===== src/hdl/ehd_pkg.sv =====
`timescale 1ns / 1ps
// ============================================================================
// ehd_pkg - shared types for the element header deframer
// Byte roles, parser phases and the labeled-byte result record.
// ============================================================================
package ehd_pkg;

    // Role of one stream byte within its element.
    typedef enum logic [1:0] {
        ROLE_TYPE    = 2'd0,
        ROLE_HEAD    = 2'd1,
        ROLE_EXT     = 2'd2,
        ROLE_CONTENT = 2'd3
    } t_role;

    // Parser phase: which kind of byte is expected next.
    typedef enum logic [1:0] {
        PH_TYPE    = 2'd0,
        PH_HEAD    = 2'd1,
        PH_EXT     = 2'd2,
        PH_CONTENT = 2'd3
    } t_phase;

    localparam int unsigned BYTE_W   = 8;
    localparam int unsigned NIBBLE_W = 4;
    localparam int unsigned SUB_W    = 6;
    localparam int unsigned CNT_W    = 3;
    localparam int unsigned LEN_W    = 32;
    localparam int unsigned IDX_W    = 2;

    // Fixed part of every element: the type byte and the length head byte.
    localparam logic [CNT_W-1:0] HDR_BYTES = 3'd2;

    // One labeled byte, as handed from the parser to the output register.
    typedef struct packed {
        t_role               role;
        logic [BYTE_W-1:0]   data_byte;
        logic [NIBBLE_W-1:0] element_number;
        logic [NIBBLE_W-1:0] parse_rule;
        logic [SUB_W-1:0]    head_bits;
        logic [CNT_W-1:0]    length_byte_count;
        logic [LEN_W-1:0]    element_length;
        logic                end_of_element;
        logic                short_length;
    } t_result;

endpackage


===== src/hdl/ehd_parser.sv =====
`timescale 1ns / 1ps
// ============================================================================
// ehd_parser - element parsing state and byte labeling
// Holds the per-element state and labels one byte each time it is stepped.
// ============================================================================
module ehd_parser (
    input  logic                             i_clk,
    input  logic                             i_rst_n,
    input  logic                             i_step,
    input  logic [ehd_pkg::BYTE_W-1:0]       i_byte,
    output ehd_pkg::t_result                 o_result
);

    ehd_pkg::t_phase                  r_phase,        n_phase;
    logic [ehd_pkg::CNT_W-1:0]        r_ext_left,     n_ext_left;
    logic [ehd_pkg::IDX_W-1:0]        r_ext_index,    n_ext_index;
    logic [ehd_pkg::CNT_W-1:0]        r_ext_total,    n_ext_total;
    logic [ehd_pkg::LEN_W-1:0]        r_len_acc,      n_len_acc;
    logic [ehd_pkg::LEN_W-1:0]        r_content_left, n_content_left;
    logic [ehd_pkg::BYTE_W-1:0]       r_type_value,   n_type_value;
    logic [ehd_pkg::SUB_W-1:0]        r_head_info,    n_head_info;

    logic [ehd_pkg::CNT_W-1:0]        w_overhead;

    always_comb begin
        n_phase        = r_phase;
        n_ext_left     = r_ext_left;
        n_ext_index    = r_ext_index;
        n_ext_total    = r_ext_total;
        n_len_acc      = r_len_acc;
        n_content_left = r_content_left;
        n_type_value   = r_type_value;
        n_head_info    = r_head_info;
        w_overhead     = ehd_pkg::HDR_BYTES + r_ext_total;

        o_result                   = '0;
        o_result.data_byte         = i_byte;
        o_result.head_bits         = r_head_info;
        o_result.length_byte_count = r_ext_total;
        o_result.element_length    = r_len_acc;

        unique case (r_phase)
            ehd_pkg::PH_TYPE: begin
                n_type_value = i_byte;
                n_head_info  = '0;
                n_ext_total  = '0;
                n_len_acc    = '0;
                n_phase      = ehd_pkg::PH_HEAD;
                o_result.role              = ehd_pkg::ROLE_TYPE;
                o_result.head_bits         = '0;
                o_result.length_byte_count = '0;
                o_result.element_length    = '0;
            end
            ehd_pkg::PH_HEAD: begin
                n_head_info = i_byte[ehd_pkg::SUB_W-1:0];
                n_ext_total = {1'b0, i_byte[7:6]} + 3'd1;
                n_ext_left  = n_ext_total;
                n_ext_index = '0;
                n_len_acc   = '0;
                n_phase     = ehd_pkg::PH_EXT;
                o_result.role              = ehd_pkg::ROLE_HEAD;
                o_result.head_bits         = n_head_info;
                o_result.length_byte_count = n_ext_total;
                o_result.element_length    = '0;
            end
            ehd_pkg::PH_EXT: begin
                // Length arrives least significant byte first.
                unique case (r_ext_index)
                    2'd0: n_len_acc[7:0]   = r_len_acc[7:0]   | i_byte;
                    2'd1: n_len_acc[15:8]  = r_len_acc[15:8]  | i_byte;
                    2'd2: n_len_acc[23:16] = r_len_acc[23:16] | i_byte;
                    2'd3: n_len_acc[31:24] = r_len_acc[31:24] | i_byte;
                    default: n_len_acc = r_len_acc;
                endcase
                n_ext_index = r_ext_index + 2'd1;
                n_ext_left  = r_ext_left - 3'd1;
                o_result.role           = ehd_pkg::ROLE_EXT;
                o_result.element_length = n_len_acc;
                if (n_ext_left == '0) begin
                    // A total that leaves no content ends the element here.
                    if (n_len_acc <= {{(ehd_pkg::LEN_W-ehd_pkg::CNT_W){1'b0}}, w_overhead}) begin
                        o_result.end_of_element = 1'b1;
                        o_result.short_length   = 1'b1;
                        n_content_left          = '0;
                        n_phase                 = ehd_pkg::PH_TYPE;
                    end else begin
                        n_content_left = n_len_acc -
                            {{(ehd_pkg::LEN_W-ehd_pkg::CNT_W){1'b0}}, w_overhead};
                        n_phase        = ehd_pkg::PH_CONTENT;
                    end
                end
            end
            ehd_pkg::PH_CONTENT: begin
                o_result.role  = ehd_pkg::ROLE_CONTENT;
                n_content_left = r_content_left - 32'd1;
                if (n_content_left == '0) begin
                    o_result.end_of_element = 1'b1;
                    n_phase                 = ehd_pkg::PH_TYPE;
                end
            end
            default: begin
                n_phase = ehd_pkg::PH_TYPE;
            end
        endcase

        o_result.element_number = n_type_value[3:0];
        o_result.parse_rule     = n_type_value[7:4];
    end

    always_ff @(posedge i_clk) begin
        if (!i_rst_n) begin
            r_phase        <= ehd_pkg::PH_TYPE;
            r_ext_left     <= '0;
            r_ext_index    <= '0;
            r_ext_total    <= '0;
            r_len_acc      <= '0;
            r_content_left <= '0;
            r_type_value   <= '0;
            r_head_info    <= '0;
        end else if (i_step) begin
            r_phase        <= n_phase;
            r_ext_left     <= n_ext_left;
            r_ext_index    <= n_ext_index;
            r_ext_total    <= n_ext_total;
            r_len_acc      <= n_len_acc;
            r_content_left <= n_content_left;
            r_type_value   <= n_type_value;
            r_head_info    <= n_head_info;
        end
    end

endmodule


===== src/hdl/element_header_deframer.sv =====
`timescale 1ns / 1ps
// ============================================================================
// element_header_deframer - labels each byte of a stream of elements
// Tracks type, length head, little-endian length and content bytes and
// tags every byte with its role and the header fields of its element.
// ============================================================================
// Throughput is one word per clock cycle, sustained while the output is
// ready: each byte needs only a small update of the element state (a 32-bit
// compare and subtract on the last length byte, a 32-bit decrement per
// content byte), all done in a single pass between the input register and
// the output register. An accepted input word goes into the input register
// and then into the output register. While a finished word waits on the
// output, the input register still takes one more word; after that the
// input stalls until the output is drained.
// Each input word yields exactly one output word. The stream has no framing
// of its own: a byte after a run that ended mid-element simply continues
// that element. m_axis_tlast marks the last byte of each element, and the
// short_length flag in m_axis_tuser marks an element whose total length
// leaves no content, which then ends on its last length byte.
module element_header_deframer (
    input  logic        i_clk,
    input  logic        i_rst_n,
    // Input stream.
    input  logic        s_axis_tvalid,
    output logic        s_axis_tready,
    input  logic [7:0]  s_axis_tdata,   // [7:0] stream_byte
    // Labeled byte stream.
    output logic        m_axis_tvalid,
    input  logic        m_axis_tready,
    output logic [63:0] m_axis_tdata,   // [7:0] data_byte, [11:8] element_number,
                                        // [15:12] parse_rule, [21:16] head_bits,
                                        // [24:22] length_byte_count,
                                        // [56:25] element_length, [63:57] zero
    output logic [2:0]  m_axis_tuser,   // [1:0] byte_role, [2] short_length
    output logic        m_axis_tlast    // end_of_element
);

    logic                         r_in_valid;
    logic [ehd_pkg::BYTE_W-1:0]   r_in_byte;
    logic                         r_out_valid;
    ehd_pkg::t_result             r_out;

    logic                         w_advance;
    logic                         w_step;
    ehd_pkg::t_result             w_result;

    // The output register can be loaded when it is empty or being drained.
    assign w_advance     = !r_out_valid || m_axis_tready;
    assign w_step        = r_in_valid && w_advance;
    assign s_axis_tready = !r_in_valid || w_advance;

    always_ff @(posedge i_clk) begin
        if (!i_rst_n) begin
            r_in_valid <= 1'b0;
        end else if (s_axis_tready) begin
            r_in_valid <= s_axis_tvalid;
        end
    end

    always_ff @(posedge i_clk) begin
        if (s_axis_tvalid && s_axis_tready) begin
            r_in_byte <= s_axis_tdata;
        end
    end

    // The parser advances its element state only when its byte moves into
    // the output register, so stalls never skip or repeat a byte.
    ehd_parser u_parser (
        .i_clk    (i_clk),
        .i_rst_n  (i_rst_n),
        .i_step   (w_step),
        .i_byte   (r_in_byte),
        .o_result (w_result)
    );

    always_ff @(posedge i_clk) begin
        if (!i_rst_n) begin
            r_out_valid <= 1'b0;
        end else if (w_advance) begin
            r_out_valid <= r_in_valid;
        end
    end

    always_ff @(posedge i_clk) begin
        if (w_step) begin
            r_out <= w_result;
        end
    end

    assign m_axis_tvalid = r_out_valid;
    assign m_axis_tdata  = {7'b0,
                            r_out.element_length,
                            r_out.length_byte_count,
                            r_out.head_bits,
                            r_out.parse_rule,
                            r_out.element_number,
                            r_out.data_byte};
    assign m_axis_tuser  = {r_out.short_length, r_out.role};
    assign m_axis_tlast  = r_out.end_of_element;

endmodule


===== config.mk =====
export PLATFORM = sky130hd
export DESIGN_NAME = element_header_deframer
export DESIGN_NICKNAME = d
export VERILOG_FILES = /design/src/hdl/ehd_pkg.sv /design/src/hdl/ehd_parser.sv /design/src/hdl/element_header_deframer.sv
export SDC_FILE = /design/constraint.sdc
export NUM_CORES = 1
export LEC_CHECK = 0
export BUFFER_PORTS_ARGS = -buffer_cell sky130_fd_sc_hd__buf_2
export CAP_MARGIN = 20
export CORE_MARGIN = 2
export CORE_UTILIZATION = 40
export CTS_BUF_LIST = sky130_fd_sc_hd__clkbuf_8
export CTS_CLUSTER_SIZE = 16
export DETAILED_ROUTE_END_ITERATION = 8
export GPL_TIMING_DRIVEN = 1
export SKIP_CTS_REPAIR_TIMING = 1
export SLEW_MARGIN = 20
export SYNTH_ARGS = -nofsm -noshare
export SYNTH_HDL_FRONTEND = slang
export SYNTH_SLANG_ARGS = --single-unit

===== constraint.sdc =====
create_clock -name i_clk -period 9.1 [get_ports i_clk]
set_input_delay 0.455 -clock i_clk [delete_from_list [all_inputs] [get_ports i_clk]]
set_output_delay 0.455 -clock i_clk [all_outputs]
set_load 0.02 [all_outputs]

==> impl_metrics.prom <==
# TYPE chip_impl_metric gauge
chip_impl_info{name="outcome",value="completed"} 1
chip_impl_metric{name="clock_sinks",unit=""} 159
chip_impl_metric{name="synth_compound_gate_area_share",unit="%"} 18.1
chip_impl_metric{name="antennaDiodeCount",unit=""} 0
chip_impl_metric{name="whs",unit="ns"} 0.142
chip_impl_metric{name="dr.pass1.iters",unit=""} 5
chip_impl_metric{name="synthesis.area_per_instance",unit="sq um"} 8.54
chip_impl_info{name="ys_dominant_reg_cell",value="sky130_fd_sc_hd__dfxtp_1"} 1
chip_impl_info{name="hold_start",value="s_axis_tdata[7]"} 1
chip_impl_metric{name="num_io_pins",unit=""} 82
chip_impl_metric{name="grt_start_max_net_pins",unit=""} 89
chip_impl_metric{name="holdPathStages",unit=""} 1
chip_impl_metric{name="setup-tns-final",unit="ns"} 0
chip_impl_metric{name="fp_rows",unit=""} 52
chip_impl_metric{name="async_reset_ff_share",unit="%"} 0
chip_impl_metric{name="global_route.usage.met3",unit="%"} 3.89
chip_impl_metric{name="layout.nets",unit=""} 1028
chip_impl_info{name="commonest_non_fill_non_tap_cell_in_the_layout",value="sky130_fd_sc_hd__nand2_1"} 1
chip_impl_metric{name="slew-limit-headroom",unit="%"} 32.1
chip_impl_metric{name="synth-adder-area-share",unit="%"} 2.67
chip_impl_metric{name="path_max_fanout",unit=""} 12
chip_impl_metric{name="fmaxAchievable",unit="MHz"} 253
chip_impl_metric{name="met1_demand_to_capacity_share_in_global_routing",unit="%"} 28.5
chip_impl_metric{name="synth_warnings",unit=""} 0
chip_impl_info{name="timing.rr.end",value="u_parser.r_content_left[28]"} 1
chip_impl_metric{name="first_global_vias",unit=""} 6724
chip_impl_info{name="worstHoldEndpoint",value="r_in_byte[7]"} 1
chip_impl_metric{name="initial_utilization",unit="%"} 40.8
chip_impl_metric{name="route.final.wire_length",unit="microns"} 22800
chip_impl_metric{name="drc",unit=""} 0
chip_impl_metric{name="finalCritPeriodShare",unit="%"} 43.5
chip_impl_metric{name="final-max-slew-violation-count",unit=""} 0
chip_impl_info{name="final_cell_mix",value="160 x sky130_fd_sc_hd__nand2_1, 128 x sky130_fd_sc_hd__a21oi_1, 94 x sky130_fd_sc_hd__nor2_1, 90 x sky130_fd_sc_hd__dfxtp_1, 74 x sky130_fd_sc_hd__buf_2"} 1
chip_impl_metric{name="post_synthesis_instance_total",unit=""} 967
chip_impl_metric{name="initial_antenna_violation_count",unit=""} 0
chip_impl_metric{name="clkTransAtPathRegs",unit="ns"} 0.10
chip_impl_metric{name="synth-edff-count",unit=""} 69
chip_impl_metric{name="power_per_cell_area",unit="nW/um^2"} 155
chip_impl_metric{name="global_route_met2_utilization",unit="%"} 34.3
chip_impl_info{name="grt_setup_unrepaired",value="no"} 1
chip_impl_metric{name="grt_first_pass_wirelength",unit="microns"} 36300
chip_impl_metric{name="cp.arrival",unit="ns"} 4.27
chip_impl_metric{name="synth-xor-area-share",unit="%"} 3.82
chip_impl_info{name="hold_path_class",value="input pin to register"} 1
chip_impl_info{name="tritoncts",value="yes"} 1
chip_impl_metric{name="core_area",unit="sq um"} 20200
chip_impl_metric{name="drt_wl_cell",unit="microns"} 17.8
chip_impl_metric{name="cts_htree_levels",unit=""} 4
chip_impl_metric{name="timing_worst_slew_pin_value",unit="ns"} 1.02
chip_impl_metric{name="synth.mux.area_fraction",unit="%"} 1.23
chip_impl_metric{name="vias_per_cell",unit=""} 5.67
chip_impl_metric{name="setup_viol",unit=""} 0
chip_impl_metric{name="place_hpwl",unit="microns"} 15300
chip_impl_metric{name="die_w",unit="microns"} 148
chip_impl_metric{name="timing.reg2reg.worst_path_depth",unit=""} 12
chip_impl_metric{name="clk-insertion-delay-late",unit="ns"} 0.48
chip_impl_metric{name="ys_seq_elements",unit=""} 159
chip_impl_metric{name="antenna_left",unit=""} 0
chip_impl_info{name="dominant_combinational_cell_family_by_area_after_synthesis",value="simple AND/OR/NAND/NOR gates"} 1
chip_impl_metric{name="synth_cell_types",unit=""} 62
chip_impl_metric{name="cell_leakage_power",unit="nW"} 3.29
chip_impl_metric{name="reg2reg_slack",unit="ns"} 5.14
chip_impl_metric{name="design.die.area",unit="sq um"} 21800
chip_impl_metric{name="seq_area_frac_synth",unit="%"} 46.9
chip_impl_metric{name="fin_skew",unit="ns"} 0.0192
chip_impl_info{name="grt_busiest_layer",value="met2"} 1
chip_impl_info{name="worstSetupPathType",value="register to register"} 1
chip_impl_metric{name="final_hold_viol_count",unit=""} 0
chip_impl_metric{name="max_cap_violations",unit=""} 0
chip_impl_metric{name="power.ir.vdd_worst",unit="uV"} 83.9
chip_impl_metric{name="synth_simple_gate_area_share",unit="%"} 22.7
chip_impl_metric{name="die_height",unit="microns"} 148
chip_impl_metric{name="final_core_util",unit="%"} 45.1
chip_impl_metric{name="finalWeightedCongestion",unit=""} 0.914
chip_impl_info{name="critical_r2r_launch",value="u_parser.r_ext_index[0]"} 1
chip_impl_metric{name="period_needed",unit="ns"} 3.96
chip_impl_metric{name="cts_inserted_buffers",unit=""} 17
chip_impl_metric{name="drt-initial-drc-count",unit=""} 567
chip_impl_info{name="kind_of_start_point_of_the_critical_path",value="register"} 1
chip_impl_metric{name="critical_path_required",unit="ns"} 9.42
chip_impl_metric{name="cts-root-to-sink-buffers",unit=""} 2
chip_impl_info{name="clk_tree_root_cell",value="sky130_fd_sc_hd__clkbuf_8"} 1
chip_impl_metric{name="port_buffers",unit=""} 74
chip_impl_metric{name="vias",unit=""} 7274
chip_impl_metric{name="drive_gt1_share",unit="%"} 13.2
chip_impl_metric{name="global_route.usage.total",unit="%"} 21.2
chip_impl_metric{name="grt.overflow.total",unit=""} 0
chip_impl_metric{name="netlist_area",unit="sq um"} 8260
chip_impl_metric{name="area.growth.synth_to_final",unit="%"} 10.4
chip_impl_info{name="end_kind",value="register"} 1
chip_impl_info{name="startpoint",value="u_parser.r_ext_index[0]"} 1
kinds of logic after synthesis:
group / Yosys count
other: 1
AND/OR/NAND/NOR: 399
flip-flops: 159
multiplexers: 9
adder cells (fa/ha/maj): 17
AO/OA/AOI/OAI: 255
XOR/XNOR: 36
buffers and inverters: 91
registers in the layout, indices dropped and copies added, names as in the netlist:
name	flops
u_parser.r_ext_index	2
m_axis_tdata	57
u_parser.r_ext_total	3
r_in_valid	1
m_axis_tvalid	1
m_axis_tlast	1
u_parser.r_phase	2
r_in_byte	8
u_parser.r_len_acc	32
u_parser.r_head_info	6
m_axis_tuser	3
u_parser.r_type_value	8
u_parser.r_content_left	32
u_parser.r_ext_left	3
per-layer routing:
layer | wire, microns | share of wire, %
met5 | 0 | 0
met4 | 658 | 2.9
met3 | 1370 | 6.0
met2 | 10600 | 47
met1 | 10200 | 45
Yosys cell counts (13+ instances only):
cell | n | area, sq um
sky130_fd_sc_hd__a22oi_1 | 17 | 128
sky130_fd_sc_hd__a21oi_1 | 129 | 646
sky130_fd_sc_hd__clkbuf_1 | 60 | 225
sky130_fd_sc_hd__ha_1 | 16 | 200
sky130_fd_sc_hd__nand3_1 | 21 | 105
sky130_fd_sc_hd__nor3_1 | 31 | 155
sky130_fd_sc_hd__xnor2_1 | 23 | 201
sky130_fd_sc_hd__nor4_1 | 17 | 106
sky130_fd_sc_hd__nand2_1 | 160 | 601
sky130_fd_sc_hd__nor2_1 | 95 | 357
sky130_fd_sc_hd__o21ai_0 | 55 | 275
sky130_fd_sc_hd__xor2_1 | 13 | 114
sky130_fd_sc_hd__dfxtp_1 | 90 | 1800
sky130_fd_sc_hd__edfxtp_1 | 69 | 2070
sky130_fd_sc_hd__inv_1 | 18 | 67.6
worst max-delay path by stage:
| stage | end | slack, ns | cells after the start |
|---|---|---|---|
| after detailed placement | u_parser.r_content_left[28] | 5.14 | 13 |
| after global placement | u_parser.r_content_left[28] | 5.34 | 12 |
| after global routing | u_parser.r_content_left[28] | 4.78 | 12 |
| after floorplan | m_axis_tdata[0] | 5.64 | 6 |
| after CTS | u_parser.r_content_left[28] | 5.13 | 13 |
| final | u_parser.r_content_left[28] | 5.14 | 12 |
stage by stage:
stage	area, sq um	setup WS (ns)	cells	power [W]
6_report	9120	5.14	1282	0.00142
5_1_grt	9120	4.78	1282	0.00146
4_1_cts	9120	5.13	1282	0.00142
3_5_place_dp	8740	5.14	1250	0.000906
3_3_place_gp	8740	5.34	1250	0.000906
2_1_floorplan	8280	5.64	973	0.000870
critical path: stages (launching register included):
cell and delay, ns:
sky130_fd_sc_hd__dfxtp_1 0.41, sky130_fd_sc_hd__inv_1 0.09, sky130_fd_sc_hd__ha_1 0.36, sky130_fd_sc_hd__a21o_1 0.22, sky130_fd_sc_hd__ha_1 0.33, sky130_fd_sc_hd__nor2b_1 0.17
sky130_fd_sc_hd__nor3b_1 0.29, sky130_fd_sc_hd__nor3b_1 0.79, sky130_fd_sc_hd__nand3_1 0.24, sky130_fd_sc_hd__nor4b_1 0.48, sky130_fd_sc_hd__a31oi_1 0.14, sky130_fd_sc_hd__o21ai_0 0.18
sky130_fd_sc_hd__a21oi_1 0.09
power by group:
part / leakage (nW) / internal [W] / switching (W)
logic: 1.69 / 0.0000323 / 0.0000800
clock network: 0.197 / 0.000225 / 0.000301
registers: 1.39 / 0.000763 / 0.0000151
total: 3.29 / 0.00102 / 0.000396
area by class of cell:
type / instances / area, sq um
clock buffers: 17 / 234
clock inverters: 15 / 148
fillers: 2009 / 11100
well taps: 270 / 338
multi-input cells: 723 / 4040
inverters: 19 / 73.8
repair buffers: 79 / 408
flip-flops and latches: 159 / 3870
Power figures use the tool's default switching activity.
